--- config.mk ---
export PLATFORM = sky130hd
export DESIGN_NAME = four_char_word_machine_step_core
export DESIGN_NICKNAME = d
export VERILOG_FILES = /design/src/rtl/fcwm_pkg.sv /design/src/rtl/four_char_word_machine_step.sv /design/src/rtl/fcwm_ram.sv
export SDC_FILE = /design/constraint.sdc
export NUM_CORES = 2
export LEC_CHECK = 0
export BUFFER_PORTS_ARGS = -buffer_cell sky130_fd_sc_hd__buf_2
export CORE_MARGIN = 2
export CORE_UTILIZATION = 57
export DETAILED_ROUTE_END_ITERATION = 8
export GPL_ROUTABILITY_DRIVEN = 0
export PLACE_DENSITY = 0.76
export SKIP_LAST_GASP = 1
export SLEW_MARGIN = 5
export SYNTH_ARGS = -nofsm -noshare
export SYNTH_HDL_FRONTEND = slang
export SYNTH_SLANG_ARGS = --single-unit
--- constraint.sdc ---
create_clock -name clk -period 8.25 [get_ports clk]
set_input_delay 1.65 -clock clk [delete_from_list [all_inputs] [get_ports clk]]
set_output_delay 1.65 -clock clk [all_outputs]
set_load 0.005 [all_outputs]
--- src/rtl/fcwm_pkg.sv ---
// Shared constants, codes and transaction types of the four-character word machine.
`timescale 1ns / 1ps
package fcwm_pkg;

  // Machine size.
  localparam int MEM_WORDS   = 100;
  localparam int BLOCK_WORDS = 10;
  localparam int ADDR_W      = 7;
  localparam int WORD_W      = 32;
  localparam int MEM_AW      = $clog2(MEM_WORDS);
  localparam int CNT_W       = $clog2(BLOCK_WORDS + 1);

  localparam logic [WORD_W-1:0] SPACE_WORD = 32'h2020_2020;

  // Operation codes of an input transaction.
  localparam logic [1:0] OP_LOAD = 2'd0;
  localparam logic [1:0] OP_EXEC = 2'd1;
  localparam logic [1:0] OP_DATA = 2'd2;

  // Status codes of a result transaction.
  localparam logic [2:0] ST_DONE   = 3'd0;
  localparam logic [2:0] ST_AWAIT  = 3'd1;
  localparam logic [2:0] ST_OUTPUT = 3'd2;
  localparam logic [2:0] ST_HALTED = 3'd3;
  localparam logic [2:0] ST_ADDR   = 3'd4;
  localparam logic [2:0] ST_REJECT = 3'd5;

  // Characters used by the instruction decoder.
  localparam logic [7:0] CH_G     = 8'h47;
  localparam logic [7:0] CH_D     = 8'h44;
  localparam logic [7:0] CH_P     = 8'h50;
  localparam logic [7:0] CH_H     = 8'h48;
  localparam logic [7:0] CH_L     = 8'h4C;
  localparam logic [7:0] CH_R     = 8'h52;
  localparam logic [7:0] CH_S     = 8'h53;
  localparam logic [7:0] CH_C     = 8'h43;
  localparam logic [7:0] CH_B     = 8'h42;
  localparam logic [7:0] CH_T     = 8'h54;
  localparam logic [7:0] CH_ZERO  = 8'h30;
  localparam logic [7:0] CH_NINE  = 8'h39;
  localparam logic [7:0] CH_SPACE = 8'h20;

  // Input transaction.
  typedef struct packed {
    logic [1:0]        operation;
    logic [ADDR_W-1:0] address;
    logic [WORD_W-1:0] word;
    logic [2:0]        valid_chars;
  } in_item_t;

  // Result transaction.
  typedef struct packed {
    logic [2:0]        status;
    logic [WORD_W-1:0] out_word;
    logic              last;
    logic [ADDR_W-1:0] program_counter;
    logic              compare_flag;
  } out_item_t;

endpackage

--- src/rtl/four_char_word_machine_step.sv ---
// Top level of the four-character word machine: sequencer around one word memory.
`timescale 1ns / 1ps
// Usage:
//   Input channel: drive in_item and raise start; the transaction is taken at
//   a rising edge where start is high and busy is low. operation selects a
//   memory load, one instruction step, or one data word for a pending GD.
//   Result channel: every result shows on out_res for one cycle with
//   out_valid high. The receiver cannot stall; it must take every result.
//   Timing: a load, a data word that does not end a GD block early, and any
//   rejected or refused step give their result in the next cycle and leave
//   busy low, so one such transaction per cycle is taken. An executed step
//   passes through fetch and decode; LR and CR add an operand read. PD
//   results follow back to back after decode, BLOCK_WORDS of them. A data
//   word that ends a GD block early keeps busy high while the rest of the
//   block is filled with spaces. All of this is set by the single read and
//   single write port of the word memory, used one access at a time.
//   Reset: rst_n is synchronous and active low. All control state clears and
//   a per-word valid bit makes every memory word read as four spaces until
//   it is written, so no clearing pass is needed.
module four_char_word_machine_step_core (
  input  logic                clk,
  input  logic                rst_n,
  input  logic                start,
  output logic                busy,
  input  fcwm_pkg::in_item_t  in_item,
  output logic                out_valid,
  output fcwm_pkg::out_item_t out_res
);

  typedef enum logic [5:0] {
    S_IDLE   = 6'b000001,
    S_FETCH  = 6'b000010,
    S_DECODE = 6'b000100,
    S_OPRD   = 6'b001000,
    S_PD     = 6'b010000,
    S_FILL   = 6'b100000
  } state_t;

  localparam logic [fcwm_pkg::ADDR_W-1:0] MEM_LIMIT =
    fcwm_pkg::ADDR_W'(fcwm_pkg::MEM_WORDS);
  localparam logic [fcwm_pkg::ADDR_W:0] BLOCK_LIMIT =
    (fcwm_pkg::ADDR_W + 1)'(fcwm_pkg::MEM_WORDS - fcwm_pkg::BLOCK_WORDS);
  localparam logic [fcwm_pkg::CNT_W-1:0] BLOCK_CNT =
    fcwm_pkg::CNT_W'(fcwm_pkg::BLOCK_WORDS);
  localparam logic [fcwm_pkg::CNT_W-1:0] BLOCK_LAST =
    fcwm_pkg::CNT_W'(fcwm_pkg::BLOCK_WORDS - 1);

  // Architectural and control registers.
  state_t                        state_r, state_nxt;
  logic [fcwm_pkg::WORD_W-1:0]   ir_r, ir_nxt;
  logic [fcwm_pkg::WORD_W-1:0]   gr_r, gr_nxt;
  logic                          flag_r, flag_nxt;
  logic [fcwm_pkg::ADDR_W-1:0]   pc_r, pc_nxt;
  logic                          halted_r, halted_nxt;
  logic                          pend_r, pend_nxt;
  logic [fcwm_pkg::ADDR_W-1:0]   tgt_r, tgt_nxt;
  logic [fcwm_pkg::CNT_W-1:0]    cnt_r, cnt_nxt;
  logic                          ended_r, ended_nxt;
  logic [fcwm_pkg::ADDR_W-1:0]   opaddr_r, opaddr_nxt;
  logic [fcwm_pkg::CNT_W-1:0]    pdcnt_r, pdcnt_nxt;
  logic                          out_valid_r, out_valid_nxt;
  fcwm_pkg::out_item_t           out_res_r, out_res_nxt;
  logic [fcwm_pkg::MEM_WORDS-1:0] vld_r;
  logic                          rd_vld_r;

  // Memory port signals.
  logic                          mem_we;
  logic [fcwm_pkg::ADDR_W-1:0]   mem_waddr;
  logic [fcwm_pkg::WORD_W-1:0]   mem_wdata;
  logic [fcwm_pkg::ADDR_W-1:0]   mem_raddr;
  logic [fcwm_pkg::WORD_W-1:0]   ram_q;
  logic [fcwm_pkg::WORD_W-1:0]   mem_rd;

  // Result being formed this cycle.
  logic [2:0]                    res_status;
  logic [fcwm_pkg::WORD_W-1:0]   res_word;
  logic                          res_last;

  // Instruction decode.
  logic [7:0]                    c0, c1, c2, c3;
  logic                          is_gd, is_pd, is_h, is_lr, is_sr, is_cr, is_bt;
  logic                          digits_ok;
  logic [fcwm_pkg::ADDR_W-1:0]   dec_addr;
  logic                          block_ok, word_ok;

  // Data word packing for GD.
  logic [2:0]                    vc;
  logic                          ended_acc;
  logic [fcwm_pkg::WORD_W-1:0]   data_word;
  logic [7:0]                    ch;
  logic [fcwm_pkg::ADDR_W-1:0]   fill_addr;
  logic [fcwm_pkg::CNT_W-1:0]    cnt_inc;

  assign busy      = (state_r != S_IDLE);
  assign out_valid = out_valid_r;
  assign out_res   = out_res_r;

  // Word memory; unwritten words read as spaces through the valid bits.
  fcwm_ram #(
    .WIDTH (fcwm_pkg::WORD_W),
    .DEPTH (fcwm_pkg::MEM_WORDS)
  ) u_mem (
    .clk   (clk),
    .we    (mem_we),
    .waddr (mem_waddr[fcwm_pkg::MEM_AW-1:0]),
    .wdata (mem_wdata),
    .raddr (mem_raddr[fcwm_pkg::MEM_AW-1:0]),
    .rdata (ram_q)
  );

  assign mem_rd = rd_vld_r ? ram_q : fcwm_pkg::SPACE_WORD;

  // Decode the held instruction word.
  always_comb begin
    c0 = ir_r[31:24];
    c1 = ir_r[23:16];
    c2 = ir_r[15:8];
    c3 = ir_r[7:0];
    is_gd = (c0 == fcwm_pkg::CH_G) && (c1 == fcwm_pkg::CH_D);
    is_pd = !is_gd && (c0 == fcwm_pkg::CH_P) && (c1 == fcwm_pkg::CH_D);
    is_h  = (c0 == fcwm_pkg::CH_H);
    is_lr = (c0 == fcwm_pkg::CH_L) && (c1 == fcwm_pkg::CH_R);
    is_sr = (c0 == fcwm_pkg::CH_S) && (c1 == fcwm_pkg::CH_R);
    is_cr = (c0 == fcwm_pkg::CH_C) && (c1 == fcwm_pkg::CH_R);
    is_bt = (c0 == fcwm_pkg::CH_B) && (c1 == fcwm_pkg::CH_T);
    digits_ok = (c2 >= fcwm_pkg::CH_ZERO) && (c2 <= fcwm_pkg::CH_NINE) &&
                (c3 >= fcwm_pkg::CH_ZERO) && (c3 <= fcwm_pkg::CH_NINE);
    dec_addr = fcwm_pkg::ADDR_W'(c2[3:0]) * fcwm_pkg::ADDR_W'(10) +
               fcwm_pkg::ADDR_W'(c3[3:0]);
    block_ok = ({1'b0, dec_addr} <= BLOCK_LIMIT);
    word_ok  = (dec_addr < MEM_LIMIT);
  end

  // Pack a supplied data word: the first missing character ends the data.
  always_comb begin
    vc = (in_item.valid_chars > 3'd4) ? 3'd4 : in_item.valid_chars;
    ended_acc = ended_r;
    data_word = '0;
    ch = '0;
    for (int pos = 0; pos < 4; pos++) begin
      ch = in_item.word[(3 - pos) * 8 +: 8];
      if (ended_acc || (3'(pos) >= vc) || (ch == 8'h00)) begin
        ended_acc = 1'b1;
        ch = fcwm_pkg::CH_SPACE;
      end
      data_word[(3 - pos) * 8 +: 8] = ch;
    end
    fill_addr = tgt_r + fcwm_pkg::ADDR_W'(cnt_r);
    cnt_inc   = cnt_r + 1'b1;
  end

  // Sequencer.
  always_comb begin
    state_nxt  = state_r;
    ir_nxt     = ir_r;
    gr_nxt     = gr_r;
    flag_nxt   = flag_r;
    pc_nxt     = pc_r;
    halted_nxt = halted_r;
    pend_nxt   = pend_r;
    tgt_nxt    = tgt_r;
    cnt_nxt    = cnt_r;
    ended_nxt  = ended_r;
    opaddr_nxt = opaddr_r;
    pdcnt_nxt  = pdcnt_r;
    mem_we     = 1'b0;
    mem_waddr  = fill_addr;
    mem_wdata  = fcwm_pkg::SPACE_WORD;
    mem_raddr  = pc_r;
    out_valid_nxt = 1'b0;
    res_status = fcwm_pkg::ST_DONE;
    res_word   = '0;
    res_last   = 1'b1;
    case (state_r)
      S_IDLE: begin
        if (start) begin
          out_valid_nxt = 1'b1;
          case (in_item.operation)
            fcwm_pkg::OP_LOAD: begin
              if (in_item.address < MEM_LIMIT) begin
                mem_we    = 1'b1;
                mem_waddr = in_item.address;
                mem_wdata = in_item.word;
              end else begin
                res_status = fcwm_pkg::ST_REJECT;
              end
            end
            fcwm_pkg::OP_EXEC: begin
              if (halted_r) begin
                res_status = fcwm_pkg::ST_HALTED;
              end else if (pend_r) begin
                res_status = fcwm_pkg::ST_REJECT;
              end else if (pc_r >= MEM_LIMIT) begin
                res_status = fcwm_pkg::ST_ADDR;
              end else begin
                out_valid_nxt = 1'b0;
                mem_raddr     = pc_r;
                state_nxt     = S_FETCH;
              end
            end
            fcwm_pkg::OP_DATA: begin
              if (!pend_r) begin
                res_status = fcwm_pkg::ST_REJECT;
              end else begin
                mem_we    = 1'b1;
                mem_wdata = data_word;
                cnt_nxt   = cnt_inc;
                ended_nxt = ended_acc;
                if (cnt_inc >= BLOCK_CNT) begin
                  pend_nxt = 1'b0;
                end else if (ended_acc) begin
                  out_valid_nxt = 1'b0;
                  state_nxt     = S_FILL;
                end else begin
                  res_status = fcwm_pkg::ST_AWAIT;
                end
              end
            end
            default: begin
              res_status = fcwm_pkg::ST_REJECT;
            end
          endcase
        end
      end
      S_FETCH: begin
        ir_nxt    = mem_rd;
        pc_nxt    = pc_r + 1'b1;
        state_nxt = S_DECODE;
      end
      S_DECODE: begin
        out_valid_nxt = 1'b1;
        state_nxt     = S_IDLE;
        if (is_h) begin
          halted_nxt = 1'b1;
          res_status = fcwm_pkg::ST_HALTED;
        end else if (!(is_gd || is_pd || is_lr || is_sr || is_cr || is_bt)) begin
          res_status = fcwm_pkg::ST_DONE;
        end else if (!digits_ok) begin
          res_status = fcwm_pkg::ST_ADDR;
        end else if ((is_gd || is_pd) ? !block_ok : !word_ok) begin
          res_status = fcwm_pkg::ST_ADDR;
        end else if (is_gd) begin
          pend_nxt   = 1'b1;
          tgt_nxt    = dec_addr;
          cnt_nxt    = '0;
          ended_nxt  = 1'b0;
          res_status = fcwm_pkg::ST_AWAIT;
        end else if (is_pd) begin
          out_valid_nxt = 1'b0;
          mem_raddr     = dec_addr;
          opaddr_nxt    = dec_addr;
          pdcnt_nxt     = '0;
          state_nxt     = S_PD;
        end else if (is_lr || is_cr) begin
          out_valid_nxt = 1'b0;
          mem_raddr     = dec_addr;
          state_nxt     = S_OPRD;
        end else if (is_sr) begin
          mem_we    = 1'b1;
          mem_waddr = dec_addr;
          mem_wdata = gr_r;
        end else begin
          if (flag_r) begin
            pc_nxt = dec_addr;
          end
        end
      end
      S_OPRD: begin
        out_valid_nxt = 1'b1;
        state_nxt     = S_IDLE;
        if (is_lr) begin
          gr_nxt = mem_rd;
        end else begin
          flag_nxt = (gr_r == mem_rd);
        end
      end
      S_PD: begin
        out_valid_nxt = 1'b1;
        res_status    = fcwm_pkg::ST_OUTPUT;
        res_word      = mem_rd;
        res_last      = (pdcnt_r == BLOCK_LAST);
        if (pdcnt_r == BLOCK_LAST) begin
          state_nxt = S_IDLE;
        end else begin
          pdcnt_nxt = pdcnt_r + 1'b1;
          mem_raddr = opaddr_r + fcwm_pkg::ADDR_W'(pdcnt_r) + 1'b1;
        end
      end
      S_FILL: begin
        mem_we  = 1'b1;
        cnt_nxt = cnt_inc;
        if (cnt_inc >= BLOCK_CNT) begin
          pend_nxt      = 1'b0;
          out_valid_nxt = 1'b1;
          state_nxt     = S_IDLE;
        end
      end
      default: begin
        state_nxt = S_IDLE;
      end
    endcase
    out_res_nxt.status          = res_status;
    out_res_nxt.out_word        = res_word;
    out_res_nxt.last            = res_last;
    out_res_nxt.program_counter = pc_nxt;
    out_res_nxt.compare_flag    = flag_nxt;
  end

  // Control state with reset.
  always_ff @(posedge clk) begin
    if (!rst_n) begin
      state_r     <= S_IDLE;
      ir_r        <= '0;
      gr_r        <= '0;
      flag_r      <= 1'b0;
      pc_r        <= '0;
      halted_r    <= 1'b0;
      pend_r      <= 1'b0;
      tgt_r       <= '0;
      cnt_r       <= '0;
      ended_r     <= 1'b0;
      out_valid_r <= 1'b0;
      vld_r       <= '0;
    end else begin
      state_r     <= state_nxt;
      ir_r        <= ir_nxt;
      gr_r        <= gr_nxt;
      flag_r      <= flag_nxt;
      pc_r        <= pc_nxt;
      halted_r    <= halted_nxt;
      pend_r      <= pend_nxt;
      tgt_r       <= tgt_nxt;
      cnt_r       <= cnt_nxt;
      ended_r     <= ended_nxt;
      out_valid_r <= out_valid_nxt;
      if (mem_we) begin
        vld_r[mem_waddr[fcwm_pkg::MEM_AW-1:0]] <= 1'b1;
      end
    end
  end

  // Payload registers.
  always_ff @(posedge clk) begin
    opaddr_r <= opaddr_nxt;
    pdcnt_r  <= pdcnt_nxt;
    rd_vld_r <= vld_r[mem_raddr[fcwm_pkg::MEM_AW-1:0]];
    if (out_valid_nxt) begin
      out_res_r <= out_res_nxt;
    end
  end

endmodule

--- src/rtl/fcwm_ram.sv ---
// Generic single-write, single-read RAM with registered read data.
`timescale 1ns / 1ps
module fcwm_ram #(
  parameter int WIDTH = 32,
  parameter int DEPTH = 100
) (
  input  logic                     clk,
  input  logic                     we,
  input  logic [$clog2(DEPTH)-1:0] waddr,
  input  logic [WIDTH-1:0]         wdata,
  input  logic [$clog2(DEPTH)-1:0] raddr,
  output logic [WIDTH-1:0]         rdata
);

  logic [WIDTH-1:0] mem [DEPTH];

  // One write and one registered read per cycle.
  always_ff @(posedge clk) begin
    if (we) begin
      mem[waddr] <= wdata;
    end
    rdata <= mem[raddr];
  end

endmodule
==> summary.md <==
| Metric | Value |
|---|---|
| Synth unique cells | `96` |
| Highest clock rate | `about 130 MHz` |
| Flop-to-flop setup slack | `slightly above 0.7 ns` |
| Tcrit/Tclk final | `approximately nine tenths` |
| Crit. End Element | `flip-flop` |
| Worst Setup SP | `ir_r[11]` |
| Seq/Total Area, Yosys | `73.40%` |
| Fillers | `between 15000 and 20000` |
| CP cell instances | `ha_1, ha_1, inv_1, fa_1, nand3b_1, or4_1, o311a_2, o31ai_2, nor2_4, o211a_4, nand2_1, nor2_2, buf_4, a31oi_1, nand3_1, a2111oi_1, buf_2, nor4_1` |
| Cell area after layout | `about 160000 um^2` |
| Worst skew pair latency | `1.00 ns` |
| I/O pin total | `between 90 and 100` |
| Final Worst Setup Slack | `around 0.72 ns` |
| Most frequent cells in the layout | `3255 x edfxtp_1, 2218 x nand2_1, 617 x nand3_1` |
| RR Startpoint | `ir_r[11]` |
| Via count | `roughly 93000` |
| FF+latch area | `just over 100000 um^2` |
| Startpoint types | `flip-flop` |
| RSZ-0062 raised after global routing | `no` |
| DRC violations left | `8` |
| DRT iter0 DRCs | `17910` |
| FFs w/ async S/R, synth | `0%` |
| VDD IR max | `between 0.2 and 0.25 mV` |
| Yosys top cell area share | `70.16%` |
| Max_slew headroom | `3.581%` |
| Worst Path Required | `slightly above 9 ns` |
| Worst setup path end | `u_mem.rdata[20]` |
| Outcome | `complete, but fails checks` |
| Largest net degree at the start of global routing | `166` |
| Clock Path Buffers | `4` |
| Ys flop type | `edfxtp_1` |
| Worst r2r dst | `u_mem.rdata[20]` |
| Fin crit period | `roughly 7.5 ns` |
| Vias/cell | `between 6 and 7` |
| Layout area overhead | `12.26%` |
| Max incr delay on CP | `between 0.9 and 1 ns` |
| Seq cells post-synth | `about 3500` |
| Synth warnings | `0` |
| Layout cells sized above 1 | `roughly 13%` |
| Initial Util | `57.28%` |
| Die Span X | `498.4 um` |
| Top cell type by total area after synthesis | `edfxtp_1` |
| Kind of critical path | `reg2reg` |
| Slew @ Worst Pin | `~1.4 ns` |
| H-tree Lvls | `5` |
| Port bufs | `92` |
| Clock skew | `around 0.073 ns` |
| Max stage delay cell, worst path | `o31ai_2` |
| Die ar. | `about 250000 um^2` |
| Number of CTS-inserted buffers | `345` |
| Worst Hold Class | `reg2reg` |
| Lkg Pwr | `~0.053 uW` |
| Placed cell areas | `between 100000 and 150000 um^2` |
| PD cells | `approximately 240 nW/um^2` |
| Max_cap viols | `0` |
| Worst EP arrival | `approximately 8.4 ns` |
| Post-Place Worst Slack | `just over 1 ns` |
| Initial antenna violation count | `40` |
| Num rows | `~180` |
| Mapped Area | `approximately 140000 um^2` |
| Drt first pass iters | `9` |
| Final Setup Violations | `0` |
| Depth of the worst register-to-register path | `18` |
| Fin. Hold Viols | `0` |
| # resized after CTS | `0` |
| CORE AREA | `243200 um^2` |
| Number of post-CTS setup repair buffers | `0` |
| Final #Nets | `~10000` |
| Vias in the first global route | `just under 90000` |
| Post-Place Cells | `12830` |
| Post-synth net total | `a little under 10000` |
| Commonest non-fill, non-tap cell in the layout | `edfxtp_1` |
| Total track usage | `between 30% and 40%` |
| Cts hold-fix bufs | `0` |
| Post-synth EDFFs | `approximately 3300` |
| Mapped Cells | `~9800` |
| Final WL | `435100 um` |
| Total Power | `about 38000 uW` |
| CTS root buf | `clkbuf_16` |
| Non-Filler Instances | `between 10000 and 15000` |
| Global-route wire length before repair | `619500 um` |
| CP max FO | `35` |
| Clk sinks | `between 3000 and 4000` |
| Multi-input logic area | `about 35000 um^2` |
| Final Slew Violations | `0` |
| Post-Synthesis Mean Instance Area | `roughly 14 um^2` |
| Die H | `~500 um` |
| Post-DRT Antenna Nets | `0` |
| Grt total ovfl | `0` |
| TritonCTS clock tree | `built` |
| Wire per inst | `approximately 32 um` |
| Clock transition at path regs | `about 0.070 ns` |
| Hpwl dp | `255300 um` |
| Dominant cells by area after synthesis | `edfxtp_1 70%, nand2_1 6.0%, dfxtp_1 3.2%, mux4_2 2.9%, nand3_1 2.2%` |
| Failing checks | `DRC` |
| Top cell by count, worst path | `ha_1` |
-- critical path, delay by kind of cell, from the launching register on --
kind	cells	cell delay, ns
AOI/OAI and AO/OA	5	2.89
and+or+nand+nor	7	2.35
adders and majority gates	3	1.01
buffers and inverters	3	0.68
DFF	1	0.44
-- cells in the mapped netlist (73+ instances only) --
cell type	n
a31oi_1	285
a21oi_1	155
nand3_1	620
a311oi_1	212
and3_1	366
mux2i_1	141
nand2_1	2223
o21a_1	102
mux4_2	178
nor2_1	219
a211oi_1	290
edfxtp_1	3255
and2_1	75
dfxtp_1	226
clkbuf_1	348
buf_2	181
a22o_1	73
o21ai_0	173
-- through the flow --
step / hold slack, ns / utilization [%] / setup TNS (ns)
after floorplan: 0.4325 / - / 0
after global placement: 0.4379 / 59.68 / -2.949
after detailed placement: 0.4451 / 59.75 / 0
after CTS: 0.4589 / 64.29 / 0
after global routing: 0.4646 / 64.29 / 0
final: 0.4544 / 64.30 / 0
-- registers in the layout (all words and copies together) (netlist names) --
name and flops:
opaddr_r 7, rd_vld_r 1, ir_r 32, state_r 6
tgt_r 7, pc_r 7, u_mem.rdata 32, out_res 44
ended_r 1, u_mem.mem 3200, halted_r 1, gr_r 32
cnt_r 4, pdcnt_r 4, flag_r 1, vld_r 100
pend_r 1, out_valid 1
-- metal layers --
layer  vias up  wire (um)  GRT usage (%)
li1      37830          -              -
met1     45640     141300          43.99
met2      8308     188700          49.61
met3      1573      71210          12.62
met4        14      33830          22.59
met5         -         96              0
-- worst min-delay path by stage --
stage	slack [ns]	end	cells past startpoint	from
2_1_floorplan	0.43	vld_r[19]	1	vld_r[19]
3_3_place_gp	0.44	vld_r[19]	1	vld_r[19]
3_5_place_dp	0.45	vld_r[30]	1	vld_r[30]
4_1_cts	0.46	vld_r[30]	1	vld_r[30]
5_1_grt	0.46	vld_r[31]	1	vld_r[31]
6_report	0.45	vld_r[30]	1	vld_r[30]
-- power breakdown --
group	switching (uW)	internal, uW	total, uW
logic	1710	472	2180
registers	166	19800	19900
clock network	6500	9050	15600
-- final cells by class --
cell class                      instances  area share, %
Antenna cell                           13        0.02080
Clock buffer                          442          6.015
Clock inverter                        162          1.038
Inverter                               29        0.06960
Multi-Input combinational cell       5662          22.42
Sequential cell                      3481          65.39
Tap cell                             3202          2.562
Timing Repair Buffer                  453          2.490
-- kinds of logic (layout without fill, tap and decap cells) --
family | count (synthesis) | after routing | share of synthesized area [%]
simple gates | 3713 | 3713 | 11.80
flops | 3481 | 3481 | 73.40
compound gates | 1565 | 1565 | 7.990
buf+inv | 704 | 1086 | 2.402
mux | 323 | 323 | 3.923
xor+xnor | 33 | 33 | 0.2075
fa+ha+maj | 28 | 28 | 0.2730
other cells | 0 | 13 | 0
Power figures use the tool's default switching activity.
